## src/sv/bridge_frame_crc_checker_assert.svh

```systemverilog
// Assertion macros shared by the frame checker modules.
// Each macro expects signals named clk and rst_n in the module that uses it.
`ifndef BRIDGE_FRAME_CRC_CHECKER_ASSERT_SVH
`define BRIDGE_FRAME_CRC_CHECKER_ASSERT_SVH

// Condition holds in the same cycle as the trigger.
`define BCC_ASSERT_SAME(lbl, ante, cons, msg) \
  lbl: assert property (@(posedge clk) disable iff (!rst_n) (ante) |-> (cons)) \
    else $error(msg);

// Condition holds in the cycle after the trigger.
`define BCC_ASSERT_NEXT(lbl, ante, cons, msg) \
  lbl: assert property (@(posedge clk) disable iff (!rst_n) (ante) |=> (cons)) \
    else $error(msg);

`endif

```

## src/sv/bcc_pkg.sv

```systemverilog
// Types, codes and the CRC-16/CCITT byte step for the bridge frame checker.
// No dependencies; used by the front end, back end, top level and testbench.
package bcc_pkg;

  localparam int unsigned POS_W       = 4;
  localparam int unsigned CFG_IDX_W   = 2;
  localparam int unsigned QUEUE_DEPTH = 2;

  localparam logic [15:0] CRC_INIT  = 16'hFFFF;
  localparam logic [15:0] CRC_POLY  = 16'h1021;
  localparam logic [7:0]  MAGIC_RST = 8'hB8;
  localparam logic [7:0]  TYPE_RST  = 8'h31;
  localparam logic [7:0]  VER_RST   = 8'h01;
  localparam logic [7:0]  KEY_RST   = 8'hFF;

  // Fixed frame layout ahead of the report bytes.
  localparam logic [POS_W-1:0] POS_MAGIC = 4'd0;
  localparam logic [POS_W-1:0] POS_TYPE  = 4'd1;
  localparam logic [POS_W-1:0] POS_VER   = 4'd2;
  localparam logic [POS_W-1:0] POS_SEQ   = 4'd3;
  localparam logic [POS_W-1:0] POS_FLAGS = 4'd4;
  localparam logic [POS_W-1:0] POS_RPT   = 4'd5;

  // Configuration register indexes.
  localparam logic [CFG_IDX_W-1:0] CFG_MAGIC   = 2'd0;
  localparam logic [CFG_IDX_W-1:0] CFG_TYPE    = 2'd1;
  localparam logic [CFG_IDX_W-1:0] CFG_VERSION = 2'd2;

  typedef enum logic [1:0] {
    ST_VALID   = 2'd0,
    ST_HDR_BAD = 2'd1,
    ST_CRC_BAD = 2'd2
  } status_t;

  typedef struct packed {
    logic [7:0] data_byte;
    logic       frame_start;
  } in_t;

  typedef struct packed {
    status_t     frame_status;
    logic [63:0] held_report;
    logic [7:0]  held_sequence;
    logic [7:0]  held_flags;
    logic [7:0]  held_first_key;
    logic [31:0] good_frames;
    logic [31:0] crc_failures;
    logic [31:0] header_failures;
  } out_t;

  // Classified frame handed from the front end to the back end.
  typedef struct packed {
    logic        hdr_ok;
    logic        crc_ok;
    logic [63:0] report;
    logic [7:0]  sequence_b;
    logic [7:0]  flags;
    logic [7:0]  lead_key;
  } rec_t;

  // One byte of CRC-16/CCITT, MSB first, no reflection.
  function automatic logic [15:0] crc8_step(input logic [15:0] crc, input logic [7:0] b);
    logic [15:0] c;
    c = crc ^ {b, 8'h00};
    for (int k = 0; k < 8; k++) begin
      c = c[15] ? ({c[14:0], 1'b0} ^ CRC_POLY) : {c[14:0], 1'b0};
    end
    return c;
  endfunction

endpackage

```

## src/sv/bcc_front.sv

```systemverilog
// Front end: takes frame bytes, tracks position, runs the CRC, checks the
// header and stages the payload fields. Depends on bcc_pkg and the assert header.
`include "bridge_frame_crc_checker_assert.svh"

module bcc_front #(
  parameter int unsigned REPORT_BYTES = 8
) (
  input  logic                          clk,
  input  logic                          rst_n,
  input  logic                          cfg_we,
  input  logic [bcc_pkg::CFG_IDX_W-1:0] cfg_index,
  input  logic [7:0]                    cfg_data,
  input  logic                          in_push,
  input  bcc_pkg::in_t                  in_data,
  output logic                          in_full,
  output logic                          rec_push,
  output bcc_pkg::rec_t                 rec,
  input  logic                          rec_full
);

  localparam logic [bcc_pkg::POS_W-1:0] KeyPos   = bcc_pkg::POS_W'(5 + REPORT_BYTES);
  localparam logic [bcc_pkg::POS_W-1:0] CrcLoPos = bcc_pkg::POS_W'(6 + REPORT_BYTES);
  localparam logic [bcc_pkg::POS_W-1:0] LastPos  = bcc_pkg::POS_W'(7 + REPORT_BYTES);

  logic [7:0]                magic_r, type_r, ver_r;
  logic [bcc_pkg::POS_W-1:0] pos_r, pos_nxt, pos_eff;
  logic [15:0]               crc_r, crc_nxt, crc_base;
  logic                      hdr_r, hdr_nxt, hdr_base;
  logic [63:0]               rpt_r, rpt_nxt;
  logic [7:0]                seq_r, seq_nxt;
  logic [7:0]                flags_r, flags_nxt;
  logic [7:0]                key_r, key_nxt;
  logic [7:0]                crc_lo_r, crc_lo_nxt;
  logic [bcc_pkg::POS_W-1:0] rpt_off;
  logic [2:0]                rpt_idx;
  logic                      accept;
  logic [7:0]                b;
  logic                      start_take, magic_miss;

  assign b       = in_data.data_byte;
  assign in_full = rec_full;
  assign accept  = in_push && !rec_full;
  assign pos_eff = (in_data.frame_start || pos_r > LastPos) ? '0 : pos_r;
  assign rpt_off = pos_eff - bcc_pkg::POS_RPT;
  assign rpt_idx = rpt_off[2:0];

  // Configuration writes; an index past the list is ignored.
  always_ff @(posedge clk) begin
    if (!rst_n) begin
      magic_r <= bcc_pkg::MAGIC_RST;
      type_r  <= bcc_pkg::TYPE_RST;
      ver_r   <= bcc_pkg::VER_RST;
    end else if (cfg_we) begin
      case (cfg_index)
        bcc_pkg::CFG_MAGIC:   magic_r <= cfg_data;
        bcc_pkg::CFG_TYPE:    type_r  <= cfg_data;
        bcc_pkg::CFG_VERSION: ver_r   <= cfg_data;
        default: ;
      endcase
    end
  end

  // Per-byte update of position, CRC, header flag and staged fields.
  always_comb begin
    pos_nxt    = pos_r;
    crc_nxt    = crc_r;
    hdr_nxt    = hdr_r;
    rpt_nxt    = rpt_r;
    seq_nxt    = seq_r;
    flags_nxt  = flags_r;
    key_nxt    = key_r;
    crc_lo_nxt = crc_lo_r;
    crc_base   = (pos_eff == '0) ? bcc_pkg::CRC_INIT : crc_r;
    hdr_base   = (pos_eff == '0) ? 1'b1 : hdr_r;
    if (accept) begin
      hdr_nxt = hdr_base;
      if (pos_eff == bcc_pkg::POS_MAGIC && b != magic_r) hdr_nxt = 1'b0;
      if (pos_eff == bcc_pkg::POS_TYPE  && b != type_r)  hdr_nxt = 1'b0;
      if (pos_eff == bcc_pkg::POS_VER   && b != ver_r)   hdr_nxt = 1'b0;
      crc_nxt = (pos_eff < CrcLoPos) ? bcc_pkg::crc8_step(crc_base, b) : crc_base;
      if (pos_eff == '0) begin
        rpt_nxt = '0;
      end
      if (pos_eff == bcc_pkg::POS_SEQ) begin
        seq_nxt = b;
      end else if (pos_eff == bcc_pkg::POS_FLAGS) begin
        flags_nxt = b;
      end else if (pos_eff >= bcc_pkg::POS_RPT && pos_eff < KeyPos) begin
        rpt_nxt[8*rpt_idx +: 8] = b;
      end else if (pos_eff == KeyPos) begin
        key_nxt = b;
      end else if (pos_eff == CrcLoPos) begin
        crc_lo_nxt = b;
      end
      pos_nxt = (pos_eff == LastPos) ? '0 : pos_eff + 1'b1;
    end
  end

  // Classified frame goes out on the last byte.
  assign rec_push       = accept && (pos_eff == LastPos);
  assign rec.hdr_ok     = hdr_r;
  assign rec.crc_ok     = ({b, crc_lo_r} == crc_r);
  assign rec.report     = rpt_r;
  assign rec.sequence_b = seq_r;
  assign rec.flags      = flags_r;
  assign rec.lead_key   = key_r;

  always_ff @(posedge clk) begin
    if (!rst_n) begin
      pos_r <= '0;
      crc_r <= bcc_pkg::CRC_INIT;
      hdr_r <= 1'b1;
    end else begin
      pos_r <= pos_nxt;
      crc_r <= crc_nxt;
      hdr_r <= hdr_nxt;
    end
  end

  // Staged payload is rewritten every frame before it is read.
  always_ff @(posedge clk) begin
    rpt_r    <= rpt_nxt;
    seq_r    <= seq_nxt;
    flags_r  <= flags_nxt;
    key_r    <= key_nxt;
    crc_lo_r <= crc_lo_nxt;
  end

  // Conditions watched by the checks below.
  assign start_take = accept && in_data.frame_start;
  assign magic_miss = accept && (pos_eff == bcc_pkg::POS_MAGIC) && (b != magic_r);

  `BCC_ASSERT_NEXT(a_start_pos, start_take, pos_r == 4'd1, "start byte did not reach position one")
  `BCC_ASSERT_SAME(a_rec_room, rec_push, !rec_full, "frame record pushed into a full queue")
  `BCC_ASSERT_NEXT(a_magic_bad, magic_miss, !hdr_r, "bad magic not flagged")

endmodule

```

## config.mk

```make
export PLATFORM = sky130hd
export DESIGN_NAME = bcc_front
export DESIGN_NICKNAME = d
export VERILOG_FILES = /design/src/sv/bcc_pkg.sv /design/src/sv/bcc_front.sv
export VERILOG_INCLUDE_DIRS = /design/src /design/src/sv
export SDC_FILE = /design/constraint.sdc
export NUM_CORES = 1
export LEC_CHECK = 0
export BUFFER_PORTS_ARGS = -buffer_cell sky130_fd_sc_hd__buf_4
export CAP_MARGIN = 10
export CORE_UTILIZATION = 38
export DETAILED_ROUTE_END_ITERATION = 7
export GPL_TIMING_DRIVEN = 0
export PLACE_DENSITY = 0.65
export SLEW_MARGIN = 20
export SYNTH_ARGS = -nofsm -noshare
export SYNTH_HDL_FRONTEND = slang
export SYNTH_SLANG_ARGS = --single-unit
```

## constraint.sdc

```tcl
create_clock -name clk -period 8.9 [get_ports clk]
set_input_delay 0.89 -clock clk [delete_from_list [all_inputs] [get_ports clk]]
set_output_delay 0.89 -clock clk [all_outputs]
set_load 0.01 [all_outputs]
```

==> flow_metrics.env, run 1 <==
export IMPL_syn_nets=690
export IMPL_path_buf_inv=4
export IMPL_yosysSeqAreaShare=0.5328
export IMPL_final_common_cell="nand2_1"
export IMPL_p_leak_nw=3.524
export IMPL_critPathLaunch="in_data[8]"
export IMPL_cts_buffers_inserted=17
export IMPL_ys_warn_count=0
export IMPL_fin_crit_sh=0.4186
export IMPL_fmax_ghz=0.2684
export IMPL_postSynthCellCount=658
export IMPL_synth_top_area_cell="edfxtp_1"
export IMPL_path_cells="buf_4 > clkbuf_1 > buf_1 > xnor2_1 > nand4_1 > nor4_1 > buf_4"
export IMPL_pin_count=116
export IMPL_intPower_w=0.001221
export IMPL_combPwrFrac=0.117
export IMPL_slew_violations=0
export IMPL_synthFlopType="edfxtp_1"
export IMPL_mostFrequentLayoutCells="147 x nand2_1, 117 x buf_4, 96 x edfxtp_1, 67 x xnor2_1, 56 x mux2i_1"
export IMPL_die_area_um2=19240
export IMPL_crit_arrival_ps=2840
export IMPL_core_area_um2=18150
export IMPL_die_h_um=138.7
export IMPL_antenna_found_initial=0
export IMPL_grt_usage=0.1865
export IMPL_status="finished with violations"
export IMPL_path_max_fanout=10
export IMPL_routed_wl_mm=17.85
export IMPL_tns_ps=0
export IMPL_clockPowerShare=0.421
export IMPL_ctsHoldBuffers=0
export IMPL_post_cts_resize_count=0
export IMPL_switching_share=0.2390
export IMPL_fill_cells=1686
export IMPL_crit_slowest_cell="buf_1"
export IMPL_rsz0062_at_grt="false"
export IMPL_cts_tree="done"
export IMPL_synth_top_cell_area_share=0.4059
export IMPL_synth_edf_count=96
export IMPL_synth_cell_types=52
export IMPL_rows=49
export IMPL_grt_pass1_wl_mm=27.57
export IMPL_holdWs_ps=481.7
export IMPL_grt_max_degree=54
export IMPL_numPortBuffers=114
export IMPL_cts_sinks=141
export IMPL_drtIter0Drc=476
export IMPL_nets=826
export IMPL_clock_path_buffers=2
export IMPL_place_inst=1004
export IMPL_cpMostUsedCell="buf_4"
export IMPL_hold_viol=0
export IMPL_min_from="type_r[7]"
export IMPL_cts_root_buf="clkbuf_16"
export IMPL_min_path_type="flop to flop"
export IMPL_end_kind="primary output"
export IMPL_die_w_um=138.7
export IMPL_layout_drive_gt1_share=0.2243
export IMPL_clk_pin_slew_ps=50
export IMPL_cp_start_kind="primary input"
export IMPL_diodes=0
export IMPL_wl_per_cell_um=17.23
export IMPL_grt_overflow=0
export IMPL_synthTopCellsByArea="edfxtp_1 41%, dfxtp_1 13%, xnor2_1 8.3%, mux2i_1 7.9%, nand2_1 7.8%"
export IMPL_grt_pass1_vias=4926
export IMPL_cts_setup_buffers=0
export IMPL_worst_slew_pin_slew_ps=894.8
export IMPL_synthArstFlopShare=0
export IMPL_hpwl_mm=12.17
export IMPL_cp_required_ps=8010
export IMPL_ir_drop_mv=0.1414
export IMPL_vias=5213
export IMPL_synth_area_per_cell_um2=10.79
export IMPL_r2r_start="pos_r[0]"
export IMPL_violations="DRC"
export IMPL_drtPass1Iterations=7
export IMPL_cp_top_family="buffers and inverters"
export IMPL_clock_skew_ps=18.07
export IMPL_clock_latency_ps=420
export IMPL_syn_area_um2=7102
export IMPL_htreeDepth=4
export IMPL_antenna_left=0
export IMPL_max_stage_delay_ps=730
export IMPL_viasPerCell=5.032
export IMPL_path_class="primary input to primary output"
export IMPL_drv_cap=0
export IMPL_slew_headroom=0.4035
export IMPL_layout_cells_non_filler=1036
export IMPL_setup_viol_count_final=0
export IMPL_power_frac_seq=0.462
export IMPL_initial_core_util=0.3913
export IMPL_power_switching_w=0.0003835
export IMPL_power_density_nw_per_um2=181.1
export IMPL_gp_congestion=0.7933
export IMPL_area_growth_pct=24.74
export IMPL_ys_ff_latch=141
export IMPL_drcViolationCount=8
export IMPL_period_needed_ps=3725
sequential cells by signal (all words and copies together) (netlist names):
signal / flops
key_r: 8
hdr_r: 1
type_r: 8
crc_r: 16
ver_r: 8
magic_r: 8
seq_r: 8
crc_lo_r: 8
rpt_r: 64
pos_r: 4
flags_r: 8
metal layers:
| layer | part of all wire | GRT usage |
|---|---|---|
| met4 | 0.017 | 0.06316 |
| met3 | 0.043 | 0.03798 |
| met2 | 0.47 | 0.3016 |
| met1 | 0.46 | 0.2496 |
| met5 | 0 | 0 |
cell type report:
type                       instances  area [um^2]  area share
inverter                           6        22.52    0.002542
timing repair buffer             117        893.4      0.1008
buffer                            47        259.0     0.02924
sequential                       141         3784      0.4271
multi-input combinational        464         3058      0.3452
clock inverter                     9        97.59     0.01102
tap                              229        286.5     0.03234
clock buffer                      23        457.9     0.05169
Yosys cell counts (2+ instances only):
library cell	number
clkbuf_1	27
dfxtp_1	45
a21boi_0	8
nor2b_1	13
nand4b_1	2
nor4_1	3
nor2_1	17
xnor2_1	67
inv_1	6
buf_4	3
buf_2	6
nand2_1	147
nor3b_1	2
edfxtp_1	96
and2_1	2
o21ai_0	33
ha_1	8
o211ai_1	16
a21oi_1	6
buf_6	8
nand4_1	9
o211a_1	2
mux2i_1	56
nand3_1	26
buf_1	3
nand3_2	5
nand2b_1	3
or2_2	4
xor2_1	12
cells by family (layout without fill, tap and decap cells):
kind of cell | Yosys count | after routing | synth area share
flip-flops | 141 | 141 | 0.5328
buffers and inverters | 53 | 202 | 0.03911
adder cells (fa/ha/maj) | 8 | 8 | 0.01409
AND/OR/NAND/NOR | 246 | 246 | 0.1665
AO/OA/AOI/OAI | 72 | 72 | 0.06396
multiplexers | 57 | 57 | 0.08051
XOR/XNOR | 81 | 81 | 0.1031
power groups by stage:
| stage | sequential (W) | combinational (W) | clock (W) |
|---|---|---|---|
| after floorplan | 0.000757 | 0.000115 | 0 |
| after global placement | 0.000756 | 0.000183 | 0 |
| after detailed placement | 0.000755 | 0.000186 | 0 |
| after CTS | 0.000741 | 0.000188 | 0.000686 |
| after global routing | 0.000744 | 0.000203 | 0.000710 |
| final | 0.000741 | 0.000187 | 0.000676 |
tightest hold or removal path, stage by stage, from the launching register on:
cell,delay [ps]
dfxtp_1,310
nand2_1,50
a21boi_0,70
path summary, 6_finish.rpt:
check               to  slack, ps  cells past startpoint
max            rec[88]       5170                      7
min          type_r[7]        480                      2
max reg2reg  rpt_r[42]       5660                     10
min reg2reg  type_r[7]        480                      2
metrics by stage:
| step | setup slack, ps | area [um^2] | power, W | util |
|---|---|---|---|---|
| 3_5_place_dp | 5103 | 8303 | 0.0009410 | 0.4575 |
| 6_report | 5175 | 8859 | 0.001605 | 0.4881 |
| 5_1_grt | 5088 | 8859 | 0.001657 | 0.4881 |
| 3_3_place_gp | 3392 | 8244 | 0.0009390 | 0.4543 |
| 2_1_floorplan | 4808 | 7102 | 0.0008721 | - |
| 4_1_cts | 5182 | 8859 | 0.001615 | 0.4881 |
Power figures use the tool's default switching activity.
==> run 2, diff against run 1 <==
ABC_AREA = 1   (was default)
PLACE_DENSITY = 0.68   (was 0.65)
clock period = 3.4 ns   (was 8.9 ns; I/O delays follow)
==> flow_metrics.env, run 2 <==
export IMPL_status="complete, no violations"
export IMPL_die_h_um=139.3
export IMPL_power_w=0.004356
export IMPL_syn_nets=843
export IMPL_synth_common_cells="160 x nand2_1, 111 x nand3_1, 96 x edfxtp_1, 74 x inv_1, 49 x o21ai_1"
export IMPL_gp_congestion=0.9071
export IMPL_clock_skew_ps=6.360
export IMPL_synth_xor_area_frac=0.03543
export IMPL_cp_required_ps=3580
export IMPL_grt_max_degree=53
export IMPL_path_max_fanout=12
export IMPL_reg_top3="rpt_r x64, crc_r x16"
export IMPL_dp_slack_ps=-397.3
export IMPL_fin_area_um2=9045
export IMPL_synth_cell_types=37
export IMPL_cts_sinks=141
export IMPL_clock_latency_ps=430
export IMPL_synthFlopType="edfxtp_1"
export IMPL_numPortBuffers=115
export IMPL_p_leak_nw=3.688
export IMPL_power_density_nw_per_um2=481.6
export IMPL_synthArstFlopShare=0
export IMPL_synth_area_per_cell_um2=8.839
export IMPL_die_area_um2=19420
export IMPL_path_class="flop to flop"
export IMPL_initial_core_util=0.3937
export IMPL_met3WireLength_mm=1.681
export IMPL_antenna_left=0
export IMPL_fmax_ghz=0.3211
export IMPL_slew_headroom=0.4455
export IMPL_drcViolationCount=0
export IMPL_cts_root_buf="clkbuf_16"
export IMPL_rsz0062_at_grt="false"
export IMPL_grt_overflow=0
export IMPL_layout_cells_non_filler=1192
export IMPL_htreeDepth=4
export IMPL_diodes=0
export IMPL_synth_top_family_by_area="simple AND/OR/NAND/NOR gates"
export IMPL_syn_area_um2=7168
export IMPL_ir_drop_mv=0.3522
export IMPL_nets=982
export IMPL_slew_violations=0
export IMPL_wl_met2_mm=8.831
export IMPL_synthMuxAreaShare=0
export IMPL_hold_viol=0
export IMPL_drv_cap=0
export IMPL_synth_fa_ha_area_frac=0.01396
export IMPL_core_area_um2=18210
export IMPL_grt_pass1_vias=5715
export IMPL_pin_count=116
export IMPL_final_common_cell="nand2_1"
export IMPL_crit_arrival_ps=3290
export IMPL_drtPass1Iterations=5
export IMPL_drtIter0Drc=536
export IMPL_min_path_type="primary input to flop"
export IMPL_hpwl_mm=14.31
export IMPL_highest_layer="met4"
export IMPL_placed_cell_area_um2=8361
export IMPL_grt_pass1_wl_mm=31.03
export IMPL_regMostFlops="rpt_r"
export IMPL_fin_crit_sh=0.9160
export IMPL_cp_start_kind="flop"
export IMPL_wl_per_cell_um=16.83
export IMPL_end_kind="flop"
export IMPL_period_needed_ps=3114
export IMPL_postSynthCellCount=811
export IMPL_grt_usage=0.2083
export IMPL_synthTopCellsByArea="edfxtp_1 40%, dfxtp_1 13%, nand2_1 8.4%, nand3_1 7.8%, inv_1 3.9%"
export IMPL_synth_compound_area_frac=0.09740
export IMPL_clk_pin_slew_ps=60
export IMPL_rows=49
export IMPL_clock_path_buffers=2
export IMPL_drt_met1_wl_mm=9.166
export IMPL_viasPerCell=5.251
export IMPL_largest_reg_flops=64
export IMPL_ys_ff_latch=141
export IMPL_place_inst=1157
export IMPL_vias=6259
export IMPL_worst_slew_pin_slew_ps=825.3
export IMPL_die_w_um=139.3
export IMPL_cts_tree="done"
export IMPL_fin_util=0.4967
export IMPL_routed_wl_mm=20.06
export IMPL_antenna_found_initial=0
export IMPL_yosysSeqAreaShare=0.5278
export IMPL_setup_viol_count_final=0
export IMPL_mostFrequentLayoutCells="160 x nand2_1, 128 x buf_4, 111 x nand3_1, 96 x edfxtp_1, 73 x inv_1"
export IMPL_cts_buffers_inserted=17
export IMPL_synth_top_cell_area_share=0.4022
export IMPL_synth_edf_count=96
export IMPL_layout_drive_gt1_share=0.2108
export IMPL_synth_simple_area_share=0.2521
export IMPL_synth_top_area_cell="edfxtp_1"
export IMPL_area_growth_pct=26.18
export IMPL_fin_ws_ps=285.6
export IMPL_post_synth_top_count_cell="nand2_1"
export IMPL_ys_warn_count=0
[run 2: cell types whose count changed after synthesis, moves of 23 or more]
cell	before	now
nand3_1	26	111
inv_1	6	74
nor3_1	1	24
nor2_1	17	48
xnor2_1	67	18
mux2i_1	56	0
o21ai_1	0	49
a21oi_1	6	46
[run 2: cell families (layout without fill, tap and decap cells)]
family                     Yosys count  in the layout
and+or+nand+nor                    377            377
DFF                                141            141
AOI/OAI and AO/OA                  132            132
buffers and inverters              124            276
xor gates and xnor gates            29             29
adders and majority gates            8              8
[run 2: layer usage]
layer,vias up,global-route usage
li1,3046,-
met1,2917,0.2924
met2,265,0.3145
met3,31,0.04301
met4,0,0.07953
met5,-,0
[run 2: what timing repair did]
item / 4_1_cts / 5_1_grt
hold buffers: 0 / 0
endpoints found under the setup margin: 47 / 13
setup buffers: 1 / 2
pin swaps: 1 / 0
resized for setup: 3 / 8
[run 2: layout make-up]
class | instances | area (um^2)
Multi-Input combinational cell | 546 | 2899
Clock inverter | 6 | 66.31
Sequential cell | 141 | 3784
Buffer | 43 | 227.7
Inverter | 81 | 310.3
Fill cell | 1702 | 9164
Clock buffer | 26 | 553.0
Timing Repair Buffer | 120 | 918.4
Tap cell | 229 | 286.5
[run 2: through the flow]
| stage | hold WS [ps] | TNS [ps] |
|---|---|---|
| finish | 125.9 | 0 |
| global placement | 456.3 | -66460 |
| floorplan | 438.9 | 0 |
| CTS | 113.7 | 0 |
| global route | 116.6 | 0 |
| detailed placement | 467.4 | -6234 |
[run 2: worst max-delay path, cell delays in order (launching register included)]
cell and delay (ps):
dfxtp_1 440, inv_2 130, nor2_4 150, inv_2 90, clkbuf_4 220, ha_2 230
inv_1 80, nand2_1 50, nand2_1 50, inv_1 100, ha_4 360, clkinvlp_4 150
nor4_4 240, nand3_2 200, buf_4 230, nand3_1 70, o21ai_1 70
[run 2: final timing paths]
check	startpoint	endpoint	slack [ps]	cells after the start
worst max-delay path	pos_r[1]	rpt_r[38]	290	16
worst min-delay path	in_data[6]	crc_lo_r[5]	130	1
worst max register to register	pos_r[1]	rpt_r[38]	290	16
worst min register to register	ver_r[1]	ver_r[1]	480	2
[run 2: where the power goes]
part	switching (W)	leakage (nW)	total (W)	internal, W
logic	0.000297	2.11	0.000471	0.000174
clock network	0.000741	0.303	0.00194	0.00120
registers	0.0000445	1.28	0.00194	0.00190
total	0.00108	3.69	0.00436	0.00327
